`config.mk`:
```
export PLATFORM = sky130hd
export DESIGN_NAME = sac_ctrl
export DESIGN_NICKNAME = d
export VERILOG_FILES = /design/src/hw/rtl/sac_pkg.sv /design/src/hw/rtl/sac_ctrl.sv
export SDC_FILE = /design/constraint.sdc
export NUM_CORES = 1
export LEC_CHECK = 0
export BUFFER_PORTS_ARGS = -buffer_cell sky130_fd_sc_hd__buf_4
export CORE_AREA = 2 2 39 41
export CTS_CLUSTER_DIAMETER = 50
export DETAILED_ROUTE_END_ITERATION = 16
export DIE_AREA = 0 0 41 43
export PLACE_DENSITY = 0.46
export SYNTH_ARGS = -nofsm -noshare
export SYNTH_HDL_FRONTEND = slang
export SYNTH_SLANG_ARGS = --single-unit
```
`constraint.sdc`:
```
create_clock -name clk -period 1.1 [get_ports clk]
set_clock_uncertainty 0.15 [all_clocks]
set_input_delay 0 -clock clk [delete_from_list [all_inputs] [get_ports clk]]
set_output_delay 0 -clock clk [all_outputs]
set_load 0.02 [all_outputs]
```
`src/hw/rtl/sac_pkg.sv`:
```
// shared types, constants and address helpers for the lru cache tag unit
// no dependencies
`timescale 1ns / 1ps
package sac_pkg;

  localparam int MAX_SETS   = 256;
  localparam int MAX_WAYS   = 8;
  localparam int ADDR_W     = 64;
  localparam int SET_W      = $clog2(MAX_SETS);
  localparam int WAY_W      = 3;
  localparam int WAYCNT_W   = 4;
  localparam int TAG_W      = ADDR_W - 2;
  localparam int AGE_W      = 3;
  localparam int CNT_W      = 32;
  localparam int CFG_IDX_W  = 2;
  localparam int CFG_DATA_W = 6;
  localparam int SB_W       = 4;
  localparam int OB_W       = 6;

  localparam logic [AGE_W-1:0] AGE_MAX = AGE_W'(MAX_WAYS - 1);

  typedef enum logic [1:0] {
    CMD_LOAD   = 2'd0,
    CMD_STORE  = 2'd1,
    CMD_MODIFY = 2'd2,
    CMD_FETCH  = 2'd3
  } cmd_t;

  typedef enum logic [1:0] {
    OUT_HIT   = 2'd0,
    OUT_FILL  = 2'd1,
    OUT_EVICT = 2'd2
  } outcome_t;

  typedef enum logic [CFG_IDX_W-1:0] {
    CFG_SET_BITS    = 2'd0,
    CFG_OFFSET_BITS = 2'd1,
    CFG_WAYS        = 2'd2,
    CFG_NONE        = 2'd3
  } cfg_idx_t;

  typedef enum logic [2:0] {
    ST_IDLE = 3'b001,
    ST_RD   = 3'b010,
    ST_CMP  = 3'b100
  } state_t;

  typedef struct packed {
    logic [MAX_WAYS-1:0][TAG_W-1:0] tag;
    logic [MAX_WAYS-1:0][AGE_W-1:0] age;
    logic [MAX_WAYS-1:0]            valid;
  } set_row_t;

  typedef struct packed {
    logic load_addr;
    logic rd_en;
    logic cmp_en;
    logic last;
  } dp_cmd_t;

  typedef struct packed {
    logic out_free;
  } dp_stat_t;

  function automatic logic [SET_W-1:0] set_idx_of(input logic [ADDR_W-1:0] a,
                                                  input logic [SB_W-1:0] sb,
                                                  input logic [OB_W-1:0] ob);
    logic [ADDR_W-1:0] s;
    logic [ADDR_W-1:0] m;
    s = a >> ob;
    m = (ADDR_W'(1) << sb) - ADDR_W'(1);
    return s[SET_W-1:0] & m[SET_W-1:0];
  endfunction

  function automatic logic [TAG_W-1:0] tag_of(input logic [ADDR_W-1:0] a,
                                             input logic [SB_W-1:0] sb,
                                             input logic [OB_W-1:0] ob);
    logic [OB_W:0]     sh;
    logic [ADDR_W-1:0] s;
    sh = {1'b0, ob} + (OB_W+1)'(sb);
    s  = (sh >= (OB_W+1)'(ADDR_W)) ? '0 : (a >> sh[OB_W-1:0]);
    return s[TAG_W-1:0];
  endfunction

  function automatic logic [WAYCNT_W-1:0] ways_clamp(input logic [WAYCNT_W-1:0] w);
    logic [WAYCNT_W-1:0] r;
    r = w;
    if (w == '0) r = WAYCNT_W'(1);
    if (w > WAYCNT_W'(MAX_WAYS)) r = WAYCNT_W'(MAX_WAYS);
    return r;
  endfunction

endpackage

```
`src/hw/rtl/sac_ctrl.sv`:
```
// access sequencer: accepts items, splits modify into two accesses
// depends on sac_pkg
`timescale 1ns / 1ps
module sac_ctrl (
  input  logic             clk,
  input  logic             rst_n,
  input  logic             in_valid,
  output logic             in_ready,
  input  logic [1:0]       in_command,
  input  sac_pkg::dp_stat_t stat,
  output sac_pkg::dp_cmd_t  cmd
);
  import sac_pkg::*;

  state_t state_r, state_nxt;
  logic   mod_r, mod_nxt;

  always_comb begin
    state_nxt     = state_r;
    mod_nxt       = mod_r;
    cmd           = '0;
    in_ready      = 1'b0;
    case (state_r)
      ST_IDLE: begin
        in_ready = 1'b1;
        if (in_valid && (cmd_t'(in_command) != CMD_FETCH)) begin
          cmd.load_addr = 1'b1;
          cmd.rd_en     = 1'b1;
          mod_nxt       = (cmd_t'(in_command) == CMD_MODIFY);
          state_nxt     = ST_CMP;
        end
      end
      ST_RD: begin
        cmd.rd_en = 1'b1;
        state_nxt = ST_CMP;
      end
      ST_CMP: begin
        if (stat.out_free) begin
          cmd.cmp_en = 1'b1;
          cmd.last   = !mod_r;
          mod_nxt    = 1'b0;
          state_nxt  = mod_r ? ST_RD : ST_IDLE;
        end
      end
      default: begin
        state_nxt = ST_IDLE;
      end
    endcase
  end

  always_ff @(posedge clk) begin
    if (!rst_n) begin
      state_r <= ST_IDLE;
      mod_r   <= 1'b0;
    end else begin
      state_r <= state_nxt;
      mod_r   <= mod_nxt;
    end
  end

endmodule

```
==> results.json, run 1 <==
{
  "status": "finished, violations left",
  "violations": "setup timing",
  "die_x_um": 41,
  "synth_compound_area_share_pct": 21.6,
  "worstPathMaxFanout": 4,
  "min_from": "stat",
  "synthCells": 29,
  "start_util_pct": 18.0,
  "slew_viol_final": 0,
  "die-area_um2": 1760,
  "ant_nets": 0,
  "final_cell_area_um2": 512,
  "clkTransAtPathRegs_ns": 0.04,
  "finalWeightedCongestion": 0.685,
  "post-route-util_pct": 37.0,
  "first_pass_iters": 2,
  "power.leakage_nw": 0.220,
  "place_area_um2": 387,
  "ios": 11,
  "crit_chain": "buf_6, nor3b_4, and3_1, buf_6",
  "hold_path.class": "input port to flip-flop",
  "power_density_nw_per_um2": 1010,
  "antenna_found_initial": 0,
  "grt_pass1_vias": 313,
  "synth_top_family_by_area": "simple AND/OR/NAND/NOR gates",
  "pre_cts_slack_ns": -0.150,
  "clk_latency_ns": 0.24,
  "cp.required_ns": 0.95,
  "synthAdderAreaFrac_pct": 0,
  "crit_slowest_cell": "dfxtp_4",
  "critPathBufInv": 2,
  "layout-drive-gt1-share_pct": 60.8,
  "start_kind": "flip-flop",
  "path_delay_family": "simple AND/OR/NAND/NOR gates",
  "drcViolationCount": 0,
  "dp.final_hpwl_um": 490,
  "via_per_inst": 4.42,
  "grt_max_degree": 7,
  "critical-path-max-stage-delay_ns": 0.35,
  "maxCapViolations": 0,
  "setup_viol": 9,
  "cts_tree": "built",
  "grt_pass1_wl_mm": 1.20,
  "htree_num_levels": 1,
  "startpoint": "state_r[1]",
  "nets": 58,
  "yosysSeqAreaShare_pct": 32.2,
  "final_hold_viol_count": 0,
  "synth_area_leaders": "dfxtp_1, and3_1, and3b_4",
  "nFillCells": 156,
  "seq_area_um2": 91.3,
  "numCtsBuffers": 3,
  "rows": 14,
  "synth_edf_count": 0,
  "clock_sinks": 4,
  "fin_crit_ns": 1.35,
  "yosysWarnings": 0,
  "synth_top_area_cell": "dfxtp_1",
  "coreArea_um2": 1380,
  "vias": 296,
  "wl_um": 721,
  "fmax_mhz": 742,
  "yosysTopAreaCellShare_pct": 32.2,
  "cp_common_cell": "buf_6",
  "synthXorXnorAreaFrac_pct": 0,
  "area_delta_synth_final_pct": 106,
  "die_h_um": 43,
  "synthDistinctLibCells": 20,
  "end_kind": "output port",
  "worst_pin_slew_ns": 0.175,
  "finalCritPeriodShare_pct": 122,
  "max_slew_margin_pct": 88.2,
  "muxShareOfSynthArea_pct": 0,
  "insertedDiodeCount": 0,
  "cts_buffer_depth": 2,
  "grt_overflow": 0,
  "r2r-start": "state_r[2]",
  "synth_seq_cells": 4,
  "cts_root_buffer": "clkbuf_4",
  "rsz0062_at_grt": "true",
  "drtIter0Drc": 5,
  "ys.flop_type": "dfxtp_1",
  "io_buffers": 10,
  "vdd_drop_max_v": 0.000256,
  "grt.total_usage_pct": 10.3,
  "multiInputGateArea_um2": 193,
  "wire_per_inst_um": 10.8,
  "avgSynthCellArea_um2": 8.59,
  "netlist_top_cells_count": "dfxtp_1, nor2_1",
  "setup_slack_ns": -0.247,
  "synth_fp_nets": 35,
  "arrival_ns": 1.20,
  "yosys.area_share.simple_pct": 43.2,
  "syn_area_um2": 249,
  "async_flop_share_pct": 0,
  "synth_most_common_cell": "dfxtp_1",
  "worstSetupPathType": "flip-flop to output port"
}
-- path summary, 6_finish.rpt --
check / to / cells after the start / slack [ns]
setup / recovery: cmd[0] / 4 / -0.25
hold / removal: state_r[1] / 3 / 0.03
setup reg to reg: mod_r / 4 / -0.15
hold reg to reg: state_r[1] / 1 / 0.35
-- stage by stage --
step	cells	power, mW	hold WS (ns)	setup TNS [ns]
floorplan	29	0.223	-0.0796	-0.247
global placement	59	0.275	0.0624	-0.493
detailed placement	59	0.274	0.0588	-0.436
CTS	67	0.527	0.0175	-1.55
global route	67	0.548	0.0296	-1.95
finish	67	0.515	0.0268	-1.52
-- cells in the final DEF, fill, tap and decap left out, types with 2 or more instances in the layout --
| master | Yosys | layout |
|---|---|---|
| dfxtp_4 | 0 | 3 |
| buf_6 | 0 | 9 |
| and3_1 | 2 | 2 |
| buf_4 | 0 | 7 |
| inv_1 | 2 | 2 |
| a21oi_2 | 0 | 2 |
| nor2_1 | 3 | 2 |
| clkbuf_4 | 0 | 3 |
| dlygate4sd3_1 | 0 | 2 |
-- per-layer routing --
layer  part of all wire (%)  wire, um  GRT usage, %  up-vias
met1                     47       339          12.2      131
met2                     47       336          14.7       12
met5                      0         0             0        -
met3                    3.6        26          1.57        2
li1                       -         -             -      151
met4                    2.5        18          10.0        0
-- registers in the layout (all words and copies together), names as in the netlist --
name and cells:
state_r 3, mod_r 1
-- report_power, final --
| group | switching (mW) | internal (mW) | leakage [nW] |
|---|---|---|---|
| Combinational | 0.0574 | 0.0886 | 0.171 |
| Clock | 0.0711 | 0.137 | 0.0150 |
| Sequential | 0.0110 | 0.150 | 0.0343 |
| Total | 0.139 | 0.375 | 0.220 |
-- repair_timing --
item                       CTS  global route
gates resized for setup     13             5
hold endpoints to repair     4             0
setup buffers                2             0
setup endpoints to repair    9             9
hold buffers                 2             0
pin swaps                    6             3
-- worst reg2reg max path, delay by kind of cell (launching register included) --
| kind | cells | cell delay [ns] |
|---|---|---|
| simple gates | 1 | 0.15 |
| buf+inv | 1 | 0.11 |
| compound gates | 2 | 0.37 |
| flops | 1 | 0.35 |
-- kinds of logic (layout without fill, tap and decap cells) --
| group | after synthesis | after routing |
|---|---|---|
| AOI/OAI and AO/OA | 7 | 7 |
| DFF | 4 | 4 |
| buffers and inverters | 2 | 24 |
| and+or+nand+nor | 16 | 16 |
-- layout make-up --
type / instances / share of cell area [%]
clock buffer: 4 / 5.13
inverter: 2 / 1.47
multi-input combinational: 23 / 37.7
sequential: 4 / 17.8
tap: 16 / 3.91
timing repair buffer: 18 / 34.0
Note: power is estimated with default switching activity, not from simulation.
==> inputs of run 2 (changes only) <==
Settings changed: PLACE_DENSITY 0.46 to 0.4.
==> run 2 against run 1 <==
Net effect: the flow still finishes with violations (setup timing); critical path depth unchanged; count of clock-buffer cells in the layout unchanged; die area unchanged; total power down 2.7%; setup slack better by 0.014 ns; critical endpoint unchanged; combinational power down 4%; largest power group unchanged; final area up 1.5%; sequential share of layout area down 0.74 points; flip-flop and latch count unchanged; highest routed layer is now met3; largest cell class unchanged.
==> results.json, run 2 (synthesis gave the netlist of run 1 again) <==
{
  "regMostFlops": "state_r",
  "final_hold_viol_count": 0,
  "ios": 11,
  "start_kind": "flip-flop",
  "ant_nets": 0,
  "rows": 14,
  "r2r-start": "state_r[2]",
  "wire_per_inst_um": 10.5,
  "setup_viol": 9,
  "drcViolationCount": 0,
  "mostFrequentLayoutCells": "buf_4, buf_6, clkbuf_4, dlygate4sd3_1",
  "worstSetupPathType": "flip-flop to output port",
  "cts_tree": "built",
  "drt-met1-wl_um": 300,
  "io_buffers": 10,
  "cts_buffer_depth": 2,
  "start_util_pct": 18.0,
  "vias": 300,
  "setup_slack_ns": -0.233,
  "largest_register_ffs": 3,
  "die_x_um": 41,
  "grt_max_degree": 7,
  "clk_latency_ns": 0.24,
  "end_kind": "output port",
  "layout-drive-gt1-share_pct": 61.5,
  "fin_crit_ns": 1.33,
  "finalCritPeriodShare_pct": 121,
  "slew_viol_final": 0,
  "multiInputGateArea_um2": 196,
  "reg2reg_depth": 5,
  "power.leakage_nw": 0.231,
  "seq_area_um2": 88.8,
  "cts_root_buffer": "clkbuf_4",
  "vdd_drop_max_v": 0.000533,
  "wl_um": 713,
  "hold_path.class": "input port to flip-flop",
  "pre_cts_slack_ns": -0.125,
  "clock_sinks": 4,
  "min_to": "state_r[1]",
  "die-area_um2": 1760,
  "grt_pass1_wl_mm": 1.23,
  "reg2reg_slack_ns": -0.16,
  "r2r-end": "state_r[1]",
  "insertedDiodeCount": 0,
  "arrival_ns": 1.18,
  "maxCapViolations": 0,
  "power_density_nw_per_um2": 965,
  "die_h_um": 43,
  "rsz0062_at_grt": "true",
  "nets": 59,
  "status": "finished, violations left",
  "htree_num_levels": 1,
  "worst_pin_slew_ns": 0.206,
  "first_pass_iters": 1,
  "antenna_found_initial": 0,
  "clkTransAtPathRegs_ns": 0.04,
  "dr_wl_met3_um": 60,
  "min_path_cells": 4,
  "area_delta_synth_final_pct": 109,
  "fmax_mhz": 750,
  "finalWeightedCongestion": 0.683,
  "via_per_inst": 4.41,
  "worstPathMaxFanout": 5,
  "nFillCells": 147,
  "violations": "setup timing",
  "highest_layer": "met3",
  "met2_length_um": 352,
  "grt_pass1_vias": 312,
  "min_from": "stat",
  "coreArea_um2": 1380,
  "grt.total_usage_pct": 10.4,
  "dp.final_hpwl_um": 553,
  "grt_overflow": 0,
  "numCtsBuffers": 3,
  "drtIter0Drc": 0,
  "cp.required_ns": 0.95,
  "finalSetupTns_ns": -1.44,
  "max_slew_margin_pct": 86.1,
  "top_regs": "state_r: 3 flops, mod_r: 1 flops"
}
[run 2: cell types whose count changed in the layout (fill, tap and decap cells not counted), sizes merged]
cell / delta
dlygate4sd3: +1
[run 2: worst max-delay path by stage]
stage | from | endpoint | slack [ns] | cells after the start
3_3_place_gp | state_r[0] | state_r[0] | -0.15 | 3
5_1_grt | state_r[1] | cmd[2] | -0.29 | 5
4_1_cts | state_r[1] | cmd[0] | -0.24 | 4
2_1_floorplan | state_r[2] | mod_r | -0.09 | 3
6_report | state_r[1] | cmd[0] | -0.23 | 4
3_5_place_dp | state_r[0] | state_r[0] | -0.13 | 3
[run 2: timing repair]
item,4_1_cts,5_1_grt
resized for setup,11,6
hold buffers,3,0
setup endpoints to repair,9,9
endpoints found under the hold margin,4,0
pin swaps,4,1
setup buffers,2,0
gates cloned,0,0
[run 2: power breakdown]
| part | switching (mW) | internal (mW) | leakage (nW) | total [mW] |
|---|---|---|---|---|
| clock | 0.0622 | 0.136 | 0.0150 | 0.198 |
| combinational | 0.0560 | 0.0840 | 0.182 | 0.140 |
| sequential | 0.0111 | 0.151 | 0.0340 | 0.162 |
[run 2: stage by stage]
stage	utilization [%]	hold slack (ns)	area, um2	instances	power (mW)
4_1_cts	35.7	0.110	494	68	0.503
6_report	37.5	0.118	519	68	0.501
5_1_grt	37.5	0.133	519	68	0.538
3_3_place_gp	27.9	0.0622	387	59	0.272
3_5_place_dp	27.9	0.0612	387	59	0.273
2_1_floorplan	-	-0.0796	262	29	0.223
[run 2: final cells by class]
class                   count  area share, %
inverters                   2           1.45
clock buffers               4           5.06
repair buffers             19           34.7
flip-flops and latches      4           17.1
multi-input cells          23           37.8
well taps                  16           3.86
[run 2: critical path, cell delays in order, from the launching register on]
cell	delay, ns
dfxtp_4	0.36
buf_6	0.11
nor3b_2	0.16
and3_1	0.19
buf_6	0.12
[run 2: routing by layer]
metal	GRT usage, %	vias to the layer above
li1	-	150
met1	12.5	138
met2	14.7	12
met3	7.85	0
met4	2.00	0
met5	0	-
==> inputs of run 3 (changes only) <==
--- a/config.mk
+++ b/config.mk
@@ -11,5 +11,5 @@
 export DETAILED_ROUTE_END_ITERATION = 16
 export DIE_AREA = 0 0 41 43
-export PLACE_DENSITY = 0.4
+export PLACE_DENSITY_LB_ADDON = 0.05
 export SYNTH_ARGS = -nofsm -noshare
 export SYNTH_HDL_FRONTEND = slang
--- a/constraint.sdc
+++ b/constraint.sdc
@@ -3,3 +3,3 @@
 set_input_delay 0 -clock clk [delete_from_list [all_inputs] [get_ports clk]]
 set_output_delay 0 -clock clk [all_outputs]
-set_load 0.02 [all_outputs]
+set_load 0.005 [all_outputs]
==> run 3 against run 2 <==
Net effect: first-iteration DRC count up 4; critical path type unchanged; critical path depth unchanged; final cell count unchanged; global-route usage up 1.2 points; count of clock-buffer cells in the layout down 1; the flow still finishes with violations (setup timing); sequential power about the same; combinational power down 5%.
==> results.json, run 3 (synthesis gave the netlist of run 1 again) <==
{
  "status": "finished, violations left",
  "violations": "setup timing",
  "maxCapViolations": 0,
  "setup_slack_ns": -0.226,
  "max_slew_margin_pct": 87.3,
  "drcViolationCount": 0,
  "grt_pass1_vias": 297,
  "drtIter0Drc": 4,
  "first_pass_iters": 3,
  "cts_buffer_depth": 2,
  "clk_latency_ns": 0.24,
  "dp.final_hpwl_um": 550,
  "arrival_ns": 1.18,
  "clkPwrFrac_pct": 38.4,
  "io_buffers": 10,
  "path_delay_family": "simple AND/OR/NAND/NOR gates",
  "critical-path-max-stage-delay_ns": 0.36,
  "coreArea_um2": 1380,
  "htree_num_levels": 1,
  "fin_crit_ns": 1.33,
  "intPower_uw": 360,
  "die_x_um": 41,
  "numCtsBuffers": 3,
  "grt.total_usage_pct": 11.6,
  "final_common_cell": "buf_4",
  "dr_wl_met3_um": 48,
  "via_per_inst": 4.50,
  "end_kind": "output port",
  "top_regs": "state_r: 3 flops, mod_r: 1 flops",
  "die_h_um": 43,
  "fmax_mhz": 754,
  "crit_chain": "buf_6, nor3b_4, and3_1, buf_4",
  "largest_register_ffs": 3,
  "area_delta_synth_final_pct": 105,
  "rsz0062_at_grt": "true",
  "rows": 14,
  "switching_share_pct": 24.5,
  "finalWeightedCongestion": 0.688,
  "fin_cells": 68,
  "wire_per_inst_um": 11.6,
  "clock_sinks": 4,
  "vdd_drop_max_v": 0.000321,
  "cts_tree": "built",
  "finalCritPeriodShare_pct": 121,
  "die-area_um2": 1760,
  "start_util_pct": 18.0,
  "worst_pin_slew_ns": 0.191,
  "cts_root_buffer": "clkbuf_4",
  "ant_nets": 0,
  "ios": 11,
  "power_density_nw_per_um2": 934,
  "place_inst": 59,
  "final_hold_viol_count": 0,
  "critPathBufInv": 2,
  "drt-met1-wl_um": 331,
  "wl_um": 790,
  "worstPathMaxFanout": 6,
  "highest_layer": "met4",
  "nets": 60,
  "insertedDiodeCount": 0,
  "p_seq_share_pct": 33.7,
  "mostFrequentLayoutCells": "buf_4, clkbuf_4, buf_6, dfxtp_4",
  "cp.required_ns": 0.95,
  "antenna_found_initial": 0,
  "layout-drive-gt1-share_pct": 65.4,
  "clkTransAtPathRegs_ns": 0.04,
  "grt_overflow": 0,
  "worstSetupPathType": "flip-flop to output port",
  "met2_length_um": 384,
  "grt_pass1_wl_mm": 1.28,
  "p_sw_uw": 117,
  "post-route-util_pct": 36.9,
  "setup_viol": 9,
  "grt_max_degree": 7,
  "hold_slack_ns": 0.104,
  "vias": 306,
  "regMostFlops": "state_r",
  "crit_slowest_cell": "dfxtp_4",
  "pwr-share-comb_pct": 27.9,
  "slew_viol_final": 0,
  "hold_path.class": "input port to flip-flop",
  "start_kind": "flip-flop",
  "power.leakage_nw": 0.227
}
run 3: cell count changes in the layout (fill, tap and decap cells not counted):
cell	previous run	this run
buf_4	8	15
buf_6	8	3
clkbuf_1	1	0
dfxtp_2	1	0
dfxtp_4	2	3
dlygate4sd3_1	3	2
nand3_1	0	1
nand3_2	1	0
nor3b_2	1	0
nor3b_4	0	1
o31ai_1	1	0
o31ai_2	0	1
run 3: power groups by stage:
stage	combinational, mW	sequential, mW	clock (mW)
2_1_floorplan	0.0463	0.165	0
3_3_place_gp	0.0971	0.167	0
5_1_grt	0.145	0.161	0.203
6_report	0.133	0.161	0.183
3_5_place_dp	0.0964	0.166	0
4_1_cts	0.114	0.161	0.191
run 3: path summary, 6_finish.rpt:
| kind | from | end | slack, ns | cells after the start |
|---|---|---|---|---|
| worst max-delay path | state_r[0] | cmd[0] | -0.23 | 4 |
| worst min-delay path | stat | state_r[1] | 0.10 | 4 |
| worst max register to register | state_r[0] | state_r[1] | -0.17 | 5 |
| worst min register to register | mod_r | state_r[1] | 0.34 | 1 |
run 3: worst min-delay path, cell delays in order:
cell    delay, ns
buf_4        0.10
and2_4       0.14
buf_4        0.09
and3_1       0.13
run 3: cell type report:
| type | count | area (um2) |
|---|---|---|
| Fill cell | 157 | 873 |
| Timing Repair Buffer | 20 | 166 |
| Sequential cell | 4 | 91.3 |
| Tap cell | 16 | 20.0 |
| Clock buffer | 3 | 22.5 |
| Multi-Input combinational cell | 23 | 203 |
| Inverter | 2 | 7.51 |
run 3: through the flow:
stage | setup slack (ns) | instance area (um2) | TNS (ns) | power [mW]
final | -0.226 | 510 | -1.57 | 0.477
after global routing | -0.276 | 510 | -1.96 | 0.509
after CTS | -0.239 | 468 | -1.53 | 0.466
after detailed placement | -0.126 | 382 | -0.481 | 0.263
after global placement | -0.155 | 382 | -0.607 | 0.264
after floorplan | -0.0645 | 256 | -0.181 | 0.211
run 3: timing repair:
item                       in CTS  in global routing
resized for setup               9                  7
pin swaps                       2                  2
hold buffers                    2                  0
hold endpoints to repair        4                  0
buffers inserted                2                  2
setup endpoints to repair       9                  9
run 3: metal layers:
layer | vias up | global-route usage [%]
met2 | 12 | 15.6
met3 | 4 | 3.66
met5 | - | 0
met1 | 136 | 13.1
li1 | 154 | -
met4 | 0 | 12.0
